$ cat config.mk
export PLATFORM = sky130hd
export DESIGN_NAME = cec_edge_timed_frame_receiver
export DESIGN_NICKNAME = d
export VERILOG_FILES = /design/src/rtl/core/cecrx_pkg.sv /design/src/rtl/core/cecrx_in_reg.sv /design/src/rtl/core/cecrx_fsm.sv /design/src/rtl/core/cecrx_out_reg.sv /design/src/rtl/core/cec_edge_timed_frame_receiver.sv
export SDC_FILE = /design/constraint.sdc
export NUM_CORES = 1
export LEC_CHECK = 0
export BUFFER_PORTS_ARGS = -buffer_cell sky130_fd_sc_hd__buf_2
export CORE_ASPECT_RATIO = 0.8
export CORE_MARGIN = 1
export CORE_UTILIZATION = 44
export DETAILED_ROUTE_END_ITERATION = 6
export HOLD_SLACK_MARGIN = 0.05
export PLACE_DENSITY = 0.6
export SYNTH_ARGS = -nofsm -noshare
export SYNTH_HDL_FRONTEND = slang
export SYNTH_HIERARCHICAL = 1
export SYNTH_SLANG_ARGS = --single-unit
$ cat constraint.sdc
create_clock -name clk_i -period 5.3 [get_ports clk_i]
set_clock_uncertainty 0.2 [all_clocks]
set_input_delay 0.265 -clock clk_i [delete_from_list [all_inputs] [get_ports clk_i]]
set_output_delay 0.265 -clock clk_i [all_outputs]
set_load 0.02 [all_outputs]
$ cat src/rtl/core/cecrx_pkg.sv
// cecrx_pkg: shared types, timing windows and codes of the cec edge receiver
// no dependencies; imported by every rtl/core module of the receiver

package cecrx_pkg;

  localparam int unsigned TIME_W        = 32;
  localparam int unsigned ADDR_W        = 4;
  localparam int unsigned BYTE_W        = 8;
  localparam int unsigned INDEX_W       = 4;
  localparam int unsigned FRAME_LEN_W   = 5;
  localparam int unsigned MAX_BYTES     = 16;
  localparam int unsigned BYTE_CNT_W    = $clog2(MAX_BYTES + 1);
  localparam int unsigned BIT_CNT_W     = 4;
  localparam int unsigned BITS_PER_BYTE = 8;
  localparam int unsigned IN_DATA_W     = 32;
  localparam int unsigned OUT_DATA_W    = 24;

  localparam logic [ADDR_W-1:0] ADDR_NONE = 4'hf;

  // timing windows in microseconds
  localparam logic [TIME_W-1:0] START_LOW_MIN  = 32'd3500;
  localparam logic [TIME_W-1:0] START_LOW_MAX  = 32'd3900;
  localparam logic [TIME_W-1:0] START_PER_MIN  = 32'd4300;
  localparam logic [TIME_W-1:0] START_PER_MAX  = 32'd4700;
  localparam logic [TIME_W-1:0] BIT_PER_MIN    = 32'd2050;
  localparam logic [TIME_W-1:0] BIT_PER_MAX    = 32'd2750;
  localparam logic [TIME_W-1:0] ONE_LOW_MIN    = 32'd400;
  localparam logic [TIME_W-1:0] ONE_LOW_MAX    = 32'd800;
  localparam logic [TIME_W-1:0] ZERO_LOW_MIN   = 32'd1300;
  localparam logic [TIME_W-1:0] ZERO_LOW_MAX   = 32'd1700;

  typedef enum logic [1:0] {
    EV_BYTE  = 2'd0,
    EV_DONE  = 2'd1,
    EV_ABORT = 2'd2
  } event_e;

  typedef struct packed {
    logic [TIME_W-1:0] time_us;
    logic              rising;
  } edge_item_t;

  typedef struct packed {
    event_e                 event_res;
    logic [BYTE_W-1:0]      data_byte;
    logic [INDEX_W-1:0]     byte_index;
    logic                   end_of_message;
    logic                   pull_ack;
    logic [FRAME_LEN_W-1:0] frame_length;
  } result_t;

endpackage

$ cat src/rtl/core/cecrx_in_reg.sv
// cecrx_in_reg: input register for timestamped line edges
// depends on cecrx_pkg

module cecrx_in_reg (
  input  logic                  clk_i,
  input  logic                  rst_ni,
  input  logic                  s_tvalid_i,
  output logic                  s_tready_o,
  input  logic [31:0]           s_tdata_i,
  input  logic                  s_tuser_i,
  input  logic                  adv_i,
  output logic                  valid_o,
  output cecrx_pkg::edge_item_t item_o
);
  import cecrx_pkg::*;

  logic       valid_q, valid_d;
  edge_item_t item_q;

  assign s_tready_o = !valid_q || adv_i;

  always_comb begin
    valid_d = valid_q;
    if (s_tready_o) begin
      valid_d = s_tvalid_i;
    end
  end

  always_ff @(posedge clk_i or negedge rst_ni) begin
    if (!rst_ni) begin
      valid_q <= 1'b0;
    end else begin
      valid_q <= valid_d;
    end
  end

  always_ff @(posedge clk_i) begin
    if (s_tready_o && s_tvalid_i) begin
      item_q.time_us <= s_tdata_i[TIME_W-1:0];
      item_q.rising  <= s_tuser_i;
    end
  end

  assign valid_o = valid_q;
  assign item_o  = item_q;

endmodule

$ cat src/rtl/core/cecrx_fsm.sv
// cecrx_fsm: frame state, bit timing checks and bit decode, one edge per step
// depends on cecrx_pkg

module cecrx_fsm (
  input  logic                    clk_i,
  input  logic                    rst_ni,
  input  logic                    step_i,
  input  cecrx_pkg::edge_item_t   item_i,
  input  logic [3:0]              own_addr_i,
  output logic                    res_valid_o,
  output cecrx_pkg::result_t      res_o
);
  import cecrx_pkg::*;

  localparam logic [2:0] PH_IDLE       = 3'd0;
  localparam logic [2:0] PH_START_HIGH = 3'd1;
  localparam logic [2:0] PH_DATA_LOW   = 3'd2;
  localparam logic [2:0] PH_DATA_HIGH  = 3'd3;
  localparam logic [2:0] PH_EOM_LOW    = 3'd4;
  localparam logic [2:0] PH_EOM_HIGH   = 3'd5;
  localparam logic [2:0] PH_ACK_LOW    = 3'd6;
  localparam logic [2:0] PH_ACK_HIGH   = 3'd7;

  logic [2:0]            phase_q, phase_d;
  logic [TIME_W-1:0]     ref_q, ref_d;
  logic                  first_q, first_d;
  logic [BYTE_CNT_W-1:0] byte_cnt_q, byte_cnt_d;
  logic [BIT_CNT_W-1:0]  bit_cnt_q, bit_cnt_d;
  logic [BYTE_W-1:0]     shift_q, shift_d;
  logic [ADDR_W-1:0]     hdr_dst_q, hdr_dst_d;
  logic                  eom_q, eom_d;

  logic [TIME_W-1:0] dt;
  logic [TIME_W-1:0] per_lo, per_hi;
  logic              is_one, is_zero, bit_bad, per_bad;
  logic              do_abort;

  assign dt      = item_i.time_us - ref_q;
  assign is_one  = (dt >= ONE_LOW_MIN) && (dt <= ONE_LOW_MAX);
  assign is_zero = (dt >= ZERO_LOW_MIN) && (dt <= ZERO_LOW_MAX);
  assign bit_bad = !is_one && !is_zero;
  assign per_lo  = first_q ? START_PER_MIN : BIT_PER_MIN;
  assign per_hi  = first_q ? START_PER_MAX : BIT_PER_MAX;
  assign per_bad = (dt < per_lo) || (dt > per_hi);

  always_comb begin
    phase_d     = phase_q;
    ref_d       = ref_q;
    first_d     = first_q;
    byte_cnt_d  = byte_cnt_q;
    bit_cnt_d   = bit_cnt_q;
    shift_d     = shift_q;
    hdr_dst_d   = hdr_dst_q;
    eom_d       = eom_q;
    do_abort    = 1'b0;
    res_valid_o = 1'b0;
    res_o       = '0;
    if (step_i) begin
      case (phase_q)
        PH_IDLE: begin
          if (!item_i.rising) begin
            ref_d   = item_i.time_us;
            phase_d = PH_START_HIGH;
          end
        end
        PH_START_HIGH: begin
          if (item_i.rising) begin
            if ((dt < START_LOW_MIN) || (dt > START_LOW_MAX)) begin
              do_abort = 1'b1;
            end else begin
              first_d    = 1'b1;
              byte_cnt_d = '0;
              bit_cnt_d  = '0;
              shift_d    = '0;
              hdr_dst_d  = ADDR_NONE;
              eom_d      = 1'b0;
              phase_d    = PH_DATA_LOW;
            end
          end
        end
        PH_DATA_LOW, PH_EOM_LOW: begin
          if (!item_i.rising) begin
            if (per_bad) begin
              do_abort = 1'b1;
            end else begin
              ref_d   = item_i.time_us;
              first_d = 1'b0;
              phase_d = (phase_q == PH_EOM_LOW) ? PH_EOM_HIGH : PH_DATA_HIGH;
            end
          end
        end
        PH_DATA_HIGH: begin
          if (item_i.rising) begin
            if (bit_bad) begin
              do_abort = 1'b1;
            end else begin
              shift_d   = {shift_q[BYTE_W-2:0], is_one};
              bit_cnt_d = bit_cnt_q + 1'b1;
              if (bit_cnt_d >= BIT_CNT_W'(BITS_PER_BYTE)) begin
                if (byte_cnt_q == '0) begin
                  hdr_dst_d = shift_d[ADDR_W-1:0];
                end
                phase_d = PH_EOM_LOW;
              end else begin
                phase_d = PH_DATA_LOW;
              end
            end
          end
        end
        PH_EOM_HIGH: begin
          if (item_i.rising) begin
            if (bit_bad) begin
              do_abort = 1'b1;
            end else begin
              eom_d   = is_one;
              phase_d = PH_ACK_LOW;
            end
          end
        end
        PH_ACK_LOW: begin
          if (!item_i.rising) begin
            ref_d                = item_i.time_us;
            byte_cnt_d           = byte_cnt_q + 1'b1;
            phase_d              = PH_ACK_HIGH;
            res_valid_o          = 1'b1;
            res_o.event_res      = EV_BYTE;
            res_o.data_byte      = shift_q;
            res_o.byte_index     = INDEX_W'(byte_cnt_q);
            res_o.end_of_message = eom_q;
            res_o.pull_ack       = (hdr_dst_q != ADDR_NONE) && (hdr_dst_q == own_addr_i);
          end
        end
        PH_ACK_HIGH: begin
          if (item_i.rising) begin
            if (bit_bad) begin
              do_abort = 1'b1;
            end else if (eom_q) begin
              phase_d            = PH_IDLE;
              res_valid_o        = 1'b1;
              res_o.event_res    = EV_DONE;
              res_o.frame_length = FRAME_LEN_W'(byte_cnt_q);
            end else if (byte_cnt_q >= BYTE_CNT_W'(MAX_BYTES)) begin
              do_abort = 1'b1;
            end else begin
              bit_cnt_d = '0;
              shift_d   = '0;
              phase_d   = PH_DATA_LOW;
            end
          end
        end
        default: begin
          phase_d = PH_IDLE;
        end
      endcase
      if (do_abort) begin
        phase_d         = PH_IDLE;
        res_valid_o     = 1'b1;
        res_o           = '0;
        res_o.event_res = EV_ABORT;
      end
    end
  end

  always_ff @(posedge clk_i or negedge rst_ni) begin
    if (!rst_ni) begin
      phase_q    <= PH_IDLE;
      ref_q      <= '0;
      first_q    <= 1'b0;
      byte_cnt_q <= '0;
      bit_cnt_q  <= '0;
      shift_q    <= '0;
      hdr_dst_q  <= ADDR_NONE;
      eom_q      <= 1'b0;
    end else begin
      phase_q    <= phase_d;
      ref_q      <= ref_d;
      first_q    <= first_d;
      byte_cnt_q <= byte_cnt_d;
      bit_cnt_q  <= bit_cnt_d;
      shift_q    <= shift_d;
      hdr_dst_q  <= hdr_dst_d;
      eom_q      <= eom_d;
    end
  end

endmodule

$ cat src/rtl/core/cecrx_out_reg.sv
// cecrx_out_reg: result register on the master side of the receiver
// depends on cecrx_pkg

module cecrx_out_reg (
  input  logic               clk_i,
  input  logic               rst_ni,
  input  logic               load_valid_i,
  input  cecrx_pkg::result_t res_i,
  output logic               adv_o,
  output logic               m_tvalid_o,
  input  logic               m_tready_i,
  output cecrx_pkg::result_t res_o
);
  import cecrx_pkg::*;

  logic    valid_q, valid_d;
  result_t res_q;

  assign adv_o = !valid_q || m_tready_i;

  always_comb begin
    valid_d = valid_q;
    if (adv_o) begin
      valid_d = load_valid_i;
    end
  end

  always_ff @(posedge clk_i or negedge rst_ni) begin
    if (!rst_ni) begin
      valid_q <= 1'b0;
    end else begin
      valid_q <= valid_d;
    end
  end

  always_ff @(posedge clk_i) begin
    if (adv_o && load_valid_i) begin
      res_q <= res_i;
    end
  end

  assign m_tvalid_o = valid_q;
  assign res_o      = res_q;

endmodule

$ cat src/rtl/core/cec_edge_timed_frame_receiver.sv
// cec_edge_timed_frame_receiver: top level of the cec edge-timed frame receiver
// depends on cecrx_pkg, cecrx_in_reg, cecrx_fsm, cecrx_out_reg
//
// usage:
//   slave side carries one line edge per transfer: tdata is the microsecond
//   timestamp, tuser is 1 for a rising edge and 0 for a falling edge.
//   master side carries at most one event per edge: tuser is the event kind
//   (byte, frame complete, abort), tlast the byte's end-of-message bit,
//   tdata the byte, its index, the acknowledge pull flag and the frame length.
//   the cfg channel writes the 4-bit own address; it is always ready. the user
//   must write it only while no edge is in flight; the block does not check it.
// path: an accepted edge is registered in the input register, processed by the
//   frame state logic, and its event is registered in the output register.
// throughput: one edge per cycle while the master side takes events.
// reset: no frame in progress, own address 15 (never acknowledge), both
//   registers empty.
// stall: a stalled master side holds its event; one more edge is taken into
//   the input register, then tready drops until the event is transferred.

module cec_edge_timed_frame_receiver (
  input  logic        clk_i,
  input  logic        rst_ni,
  input  logic        s_axis_tvalid_i,
  output logic        s_axis_tready_o,
  input  logic [31:0] s_axis_tdata_i,  // [31:0] edge_time_us
  input  logic        s_axis_tuser_i,  // [0] rising
  output logic        m_axis_tvalid_o,
  input  logic        m_axis_tready_i,
  output logic [23:0] m_axis_tdata_o,  // [7:0] data_byte, [11:8] byte_index,
                                       // [12] pull_ack, [17:13] frame_length
  output logic [1:0]  m_axis_tuser_o,  // [1:0] event_res
  output logic        m_axis_tlast_o,  // end_of_message
  input  logic        cfg_valid_i,
  output logic        cfg_ready_o,
  input  logic [3:0]  cfg_data_i       // [3:0] own_address
);
  import cecrx_pkg::*;

  logic [ADDR_W-1:0] own_addr_q;
  logic              in_valid;
  edge_item_t        in_item;
  logic              adv;
  logic              step;
  logic              res_valid;
  result_t           res, out_res;

  assign cfg_ready_o = 1'b1;

  always_ff @(posedge clk_i or negedge rst_ni) begin
    if (!rst_ni) begin
      own_addr_q <= ADDR_NONE;
    end else if (cfg_valid_i) begin
      own_addr_q <= cfg_data_i;
    end
  end

  cecrx_in_reg u_in_reg (
    .clk_i      (clk_i),
    .rst_ni     (rst_ni),
    .s_tvalid_i (s_axis_tvalid_i),
    .s_tready_o (s_axis_tready_o),
    .s_tdata_i  (s_axis_tdata_i),
    .s_tuser_i  (s_axis_tuser_i),
    .adv_i      (adv),
    .valid_o    (in_valid),
    .item_o     (in_item)
  );

  assign step = in_valid && adv;

  cecrx_fsm u_fsm (
    .clk_i       (clk_i),
    .rst_ni      (rst_ni),
    .step_i      (step),
    .item_i      (in_item),
    .own_addr_i  (own_addr_q),
    .res_valid_o (res_valid),
    .res_o       (res)
  );

  cecrx_out_reg u_out_reg (
    .clk_i        (clk_i),
    .rst_ni       (rst_ni),
    .load_valid_i (res_valid),
    .res_i        (res),
    .adv_o        (adv),
    .m_tvalid_o   (m_axis_tvalid_o),
    .m_tready_i   (m_axis_tready_i),
    .res_o        (out_res)
  );

  assign m_axis_tdata_o = {6'd0, out_res.frame_length, out_res.pull_ack,
                           out_res.byte_index, out_res.data_byte};
  assign m_axis_tuser_o = out_res.event_res;
  assign m_axis_tlast_o = out_res.end_of_message;

  a_result_reaches_output: assert property (
    @(posedge clk_i) disable iff (!rst_ni)
    step && res_valid |=> m_axis_tvalid_o
  ) else $error("processed event did not reach the output register");

  a_free_output_takes_edge: assert property (
    @(posedge clk_i) disable iff (!rst_ni)
    !m_axis_tvalid_o |-> s_axis_tready_o
  ) else $error("input stalled with an empty output register");

  a_length_only_on_done: assert property (
    @(posedge clk_i) disable iff (!rst_ni)
    m_axis_tvalid_o && (out_res.event_res != EV_DONE) |-> out_res.frame_length == '0
  ) else $error("frame length on an event other than frame complete");

  a_ack_only_on_byte: assert property (
    @(posedge clk_i) disable iff (!rst_ni)
    m_axis_tvalid_o && out_res.pull_ack |-> out_res.event_res == EV_BYTE
  ) else $error("acknowledge pull on an event other than byte");

endmodule

==> results.toml <==
[yosys]
synth-edff-count = 54
syn_area_sq_um = 7560
yosys_most_used_dff = "dfrtp_1"
synthCells = 765
yosysWarnings = 6
yosysTopAreaCell = "edfxtp_1"
synth_top_family_by_area = "compound AO/OA/AOI/OAI gates"
synthTopCellsByArea = "edfxtp_1 (21%), dfrtp_1 (19%), ha_1 (7.1%)"
muxShareOfSynthArea = 0.0793
synth.avg_cell_area_sq_um = 9.89
synth.ff_latch_count = 118
synth_xor_area_frac = 0.0255
async_reset_ff_frac = 0.542
synth-simple-area-share = 0.163
synth_cell_types = 80
seq_area_frac_synth = 0.428
yosysTopAreaCellShare = 0.214
synth_compound_area_frac = 0.169
synth_fa_ha_area_frac = 0.0738

[placed_design]
place_congestion = 0.979
post-dp-hpwl_mm = 13.2
port_buffers = 64

[timing]
fmax_ghz = 0.204
tns_ns = 0
holdWs_ns = 0.281
hold_viol = 0
setup_violations = 0
worst_slew_pin_slew_ns = 1.21
drv_slew = 0
period_share = 0.925
max-slew-margin-rel = 0.187
period_needed_ns = 4.90
rsz0062_at_grt = "no"

[setup_path]
rr_startpoint = "u_in_reg/item_o[1]"
r2r_cells = 20
crit_fanout = 21
critical_path_required_ns = 5.19
r2r-end = "u_out_reg/res_o[16]"
arrival_ns = 4.79
critPathLaunchType = "flop"
worstSetupPathType = "flop to flop"
endpoint_kind = "flop"
r2r_slack_ns = 0.40

[flow_run]
maxCapViolCount = 0

[die]
die_x_um = 149
die_h_um = 119
row_count = 42
initial_core_util = 0.454
die_area_sq_um = 17700
coreArea_sq_um = 16700
io_pins = 72

[hold_path]
hold_depth = 1
min-delay-start = "u_fsm/ref_q[27]"
worstHoldEndpoint = "u_fsm/ref_q[27]"
hold_path.class = "flop to flop"

[global_route]
grt_pass1_vias = 5945
grt_max_degree = 65
grt-ovfl-total = 0
grt_antenna_before_repair = 0
grt_pass1_wl_mm = 30.1
track_usage = 0.218

[clock_tree]
htree_num_levels = 4
path_clk_slew_ns = 0.06
tritoncts = "done"
cts_inserted_buffers = 17
insertion_delay_ns = 0.42
cts_root_buffer = "clkbuf_16"
cts_buffer_depth = 2
clock_sinks = 118

[detailed_routing]
drcViolationCount = 0
antenna_left = 0
dr.pass1.iters = 5
drtIter0Drc = 449
vias = 6126
via_per_inst = 5.58
wl_per_cell_um = 16.6
finalWirelength_mm = 18.2

[pwr]
ir_worst_vdd_v = 0.000221
p_leak_nw = 3.79
p_per_area_nw_per_um2 = 575

[outcome]
status = "finished, final reports clean"

[cells_and_area]
n_antenna_cell = 0
layout-drive-gt1-share = 0.156
layout-area-overhead-vs-synth_pct = 19.5
fin_nets = 951
cell type report:
type / instances / area [sq um]
fill: 1489 / 7620
multi-input combinational: 548 / 3890
sequential: 118 / 3230
timing repair buffer: 115 / 828
clock buffer: 19 / 443
tap: 220 / 275
inverter: 65 / 244
clock inverter: 13 / 123
cells by family after synthesis:
logic type,after synthesis
XOR/XNOR,22
buffers and inverters,104
other,2
AO/OA/AOI/OAI,183
adder cells (fa/ha/maj),44
multiplexers,55
flip-flops,118
AND/OR/NAND/NOR,237
through the flow:
step | total power [mW] | std cells | util | setup WS, ns | cell area, sq um
after detailed placement | 4.05 | 1021 | 0.482 | 0.453 | 8020
after global routing | 5.61 | 1098 | 0.543 | 0.0209 | 9040
after floorplan | 3.39 | 770 | - | 0.979 | 7580
after CTS | 5.21 | 1098 | 0.543 | 0.405 | 9040
after global placement | 4.00 | 1021 | 0.482 | 0.500 | 8020
final | 5.20 | 1098 | 0.543 | 0.397 | 9040
per-layer routing:
metal / part of all wire / wire [um] / GRT usage / vias to the layer above
li1: - / - / - / 3012
met1: 0.49 / 8980 / 0.312 / 2889
met2: 0.44 / 7930 / 0.320 / 209
met3: 0.061 / 1120 / 0.0567 / 16
met4: 0.0084 / 153 / 0.0625 / 0
met5: 0 / 0 / 0 / -
worst max-delay path, stage by stage (launching register included):
cell	delay, ns
edfxtp_1	0.39
inv_1	0.08
ha_1	0.15
inv_1	0.05
fa_1	0.42
a21oi_1	0.18
a2bb2oi_1	0.32
nand2_1	0.12
xor2_1	0.46
ha_1	0.24
nand2_1	0.07
nor3_1	0.13
nand3_1	0.13
o221ai_1	0.19
o31a_1	0.17
o31ai_1	0.07
o2111a_1	0.20
o31ai_1	0.24
o311a_1	0.27
o31a_1	0.17
and2_4	0.32
what timing repair did:
item	CTS	global route
hold endpoints to repair	95	0
buffers inserted	0	0
hold buffers	45	0
resized for setup	0	0
layout by cell type, fill, tap and decap left out, types with 6 or more instances in the layout:
cell,netlist,layout
xor2_1,7,7
dfrtp_1,56,56
ha_1,43,43
mux2_2,10,10
edfxtp_1,54,54
dlygate4sd3_1,0,45
nand2b_1,9,9
nand2_1,57,57
nor2_1,48,48
nand4_1,24,24
nor4_1,10,10
o21ai_0,32,32
a21oi_1,44,44
nor3_1,29,29
o31ai_1,6,6
mux2_1,29,29
a211oi_1,10,10
o221ai_1,7,7
mux2i_1,16,16
o21bai_1,6,6
buf_2,6,64
o21a_1,6,6
nand3_1,18,18
inv_1,65,65
xnor2_1,15,15
conb_1,2,7
and2_1,11,11
dfstp_2,8,8
a21o_1,12,12
clkbuf_16,0,17
sequential cells by signal, indices dropped and copies added (netlist names), 3 cells and up:
register / count
u_fsm/hdr_dst_q: 4
u_in_reg/item_o: 33
own_addr_q: 4
u_fsm/phase_q: 3
u_fsm/bit_cnt_q: 4
u_fsm/ref_q: 32
u_fsm/byte_cnt_q: 5
u_fsm/shift_q: 8
u_out_reg/res_o: 21
power by group:
part / internal, mW / total, mW / switching, mW
Clock: 0.660 / 1.10 / 0.436
Sequential: 1.21 / 1.35 / 0.140
Combinational: 1.06 / 2.75 / 1.70
cell usage after synthesis (5+ instances only):
library cell and instances:
a211o_1 5, a211oi_1 10, a21o_1 12, a21oi_1 44, a31oi_1 5, and2_1 11, and3_1 5, buf_2 6
buf_4 9, clkbuf_1 19, dfrtp_1 56, dfstp_2 8, edfxtp_1 54, ha_1 43, inv_1 65, mux2_1 29
mux2_2 10, mux2i_1 16, nand2_1 57, nand2b_1 9, nand3_1 18, nand4_1 24, nor2_1 48, nor3_1 29
nor4_1 10, o211ai_1 5, o21a_1 6, o21ai_0 32, o21bai_1 6, o221ai_1 7, o31ai_1 6, xnor2_1 15
xor2_1 7
how the worst max path moves through the flow:
stage / start / to / slack [ns]
after floorplan: u_in_reg/item_o[1] / u_fsm/ref_q[31] / 0.98
after global placement: u_in_reg/item_o[5] / u_out_reg/res_o[4] / 0.50
after detailed placement: u_in_reg/item_o[1] / u_out_reg/res_o[4] / 0.45
after CTS: u_in_reg/item_o[1] / u_out_reg/res_o[16] / 0.41
after global routing: u_in_reg/item_o[1] / u_out_reg/res_o[0] / 0.02
final: u_in_reg/item_o[1] / u_out_reg/res_o[16] / 0.40
(Power assumes the default switching activity.)
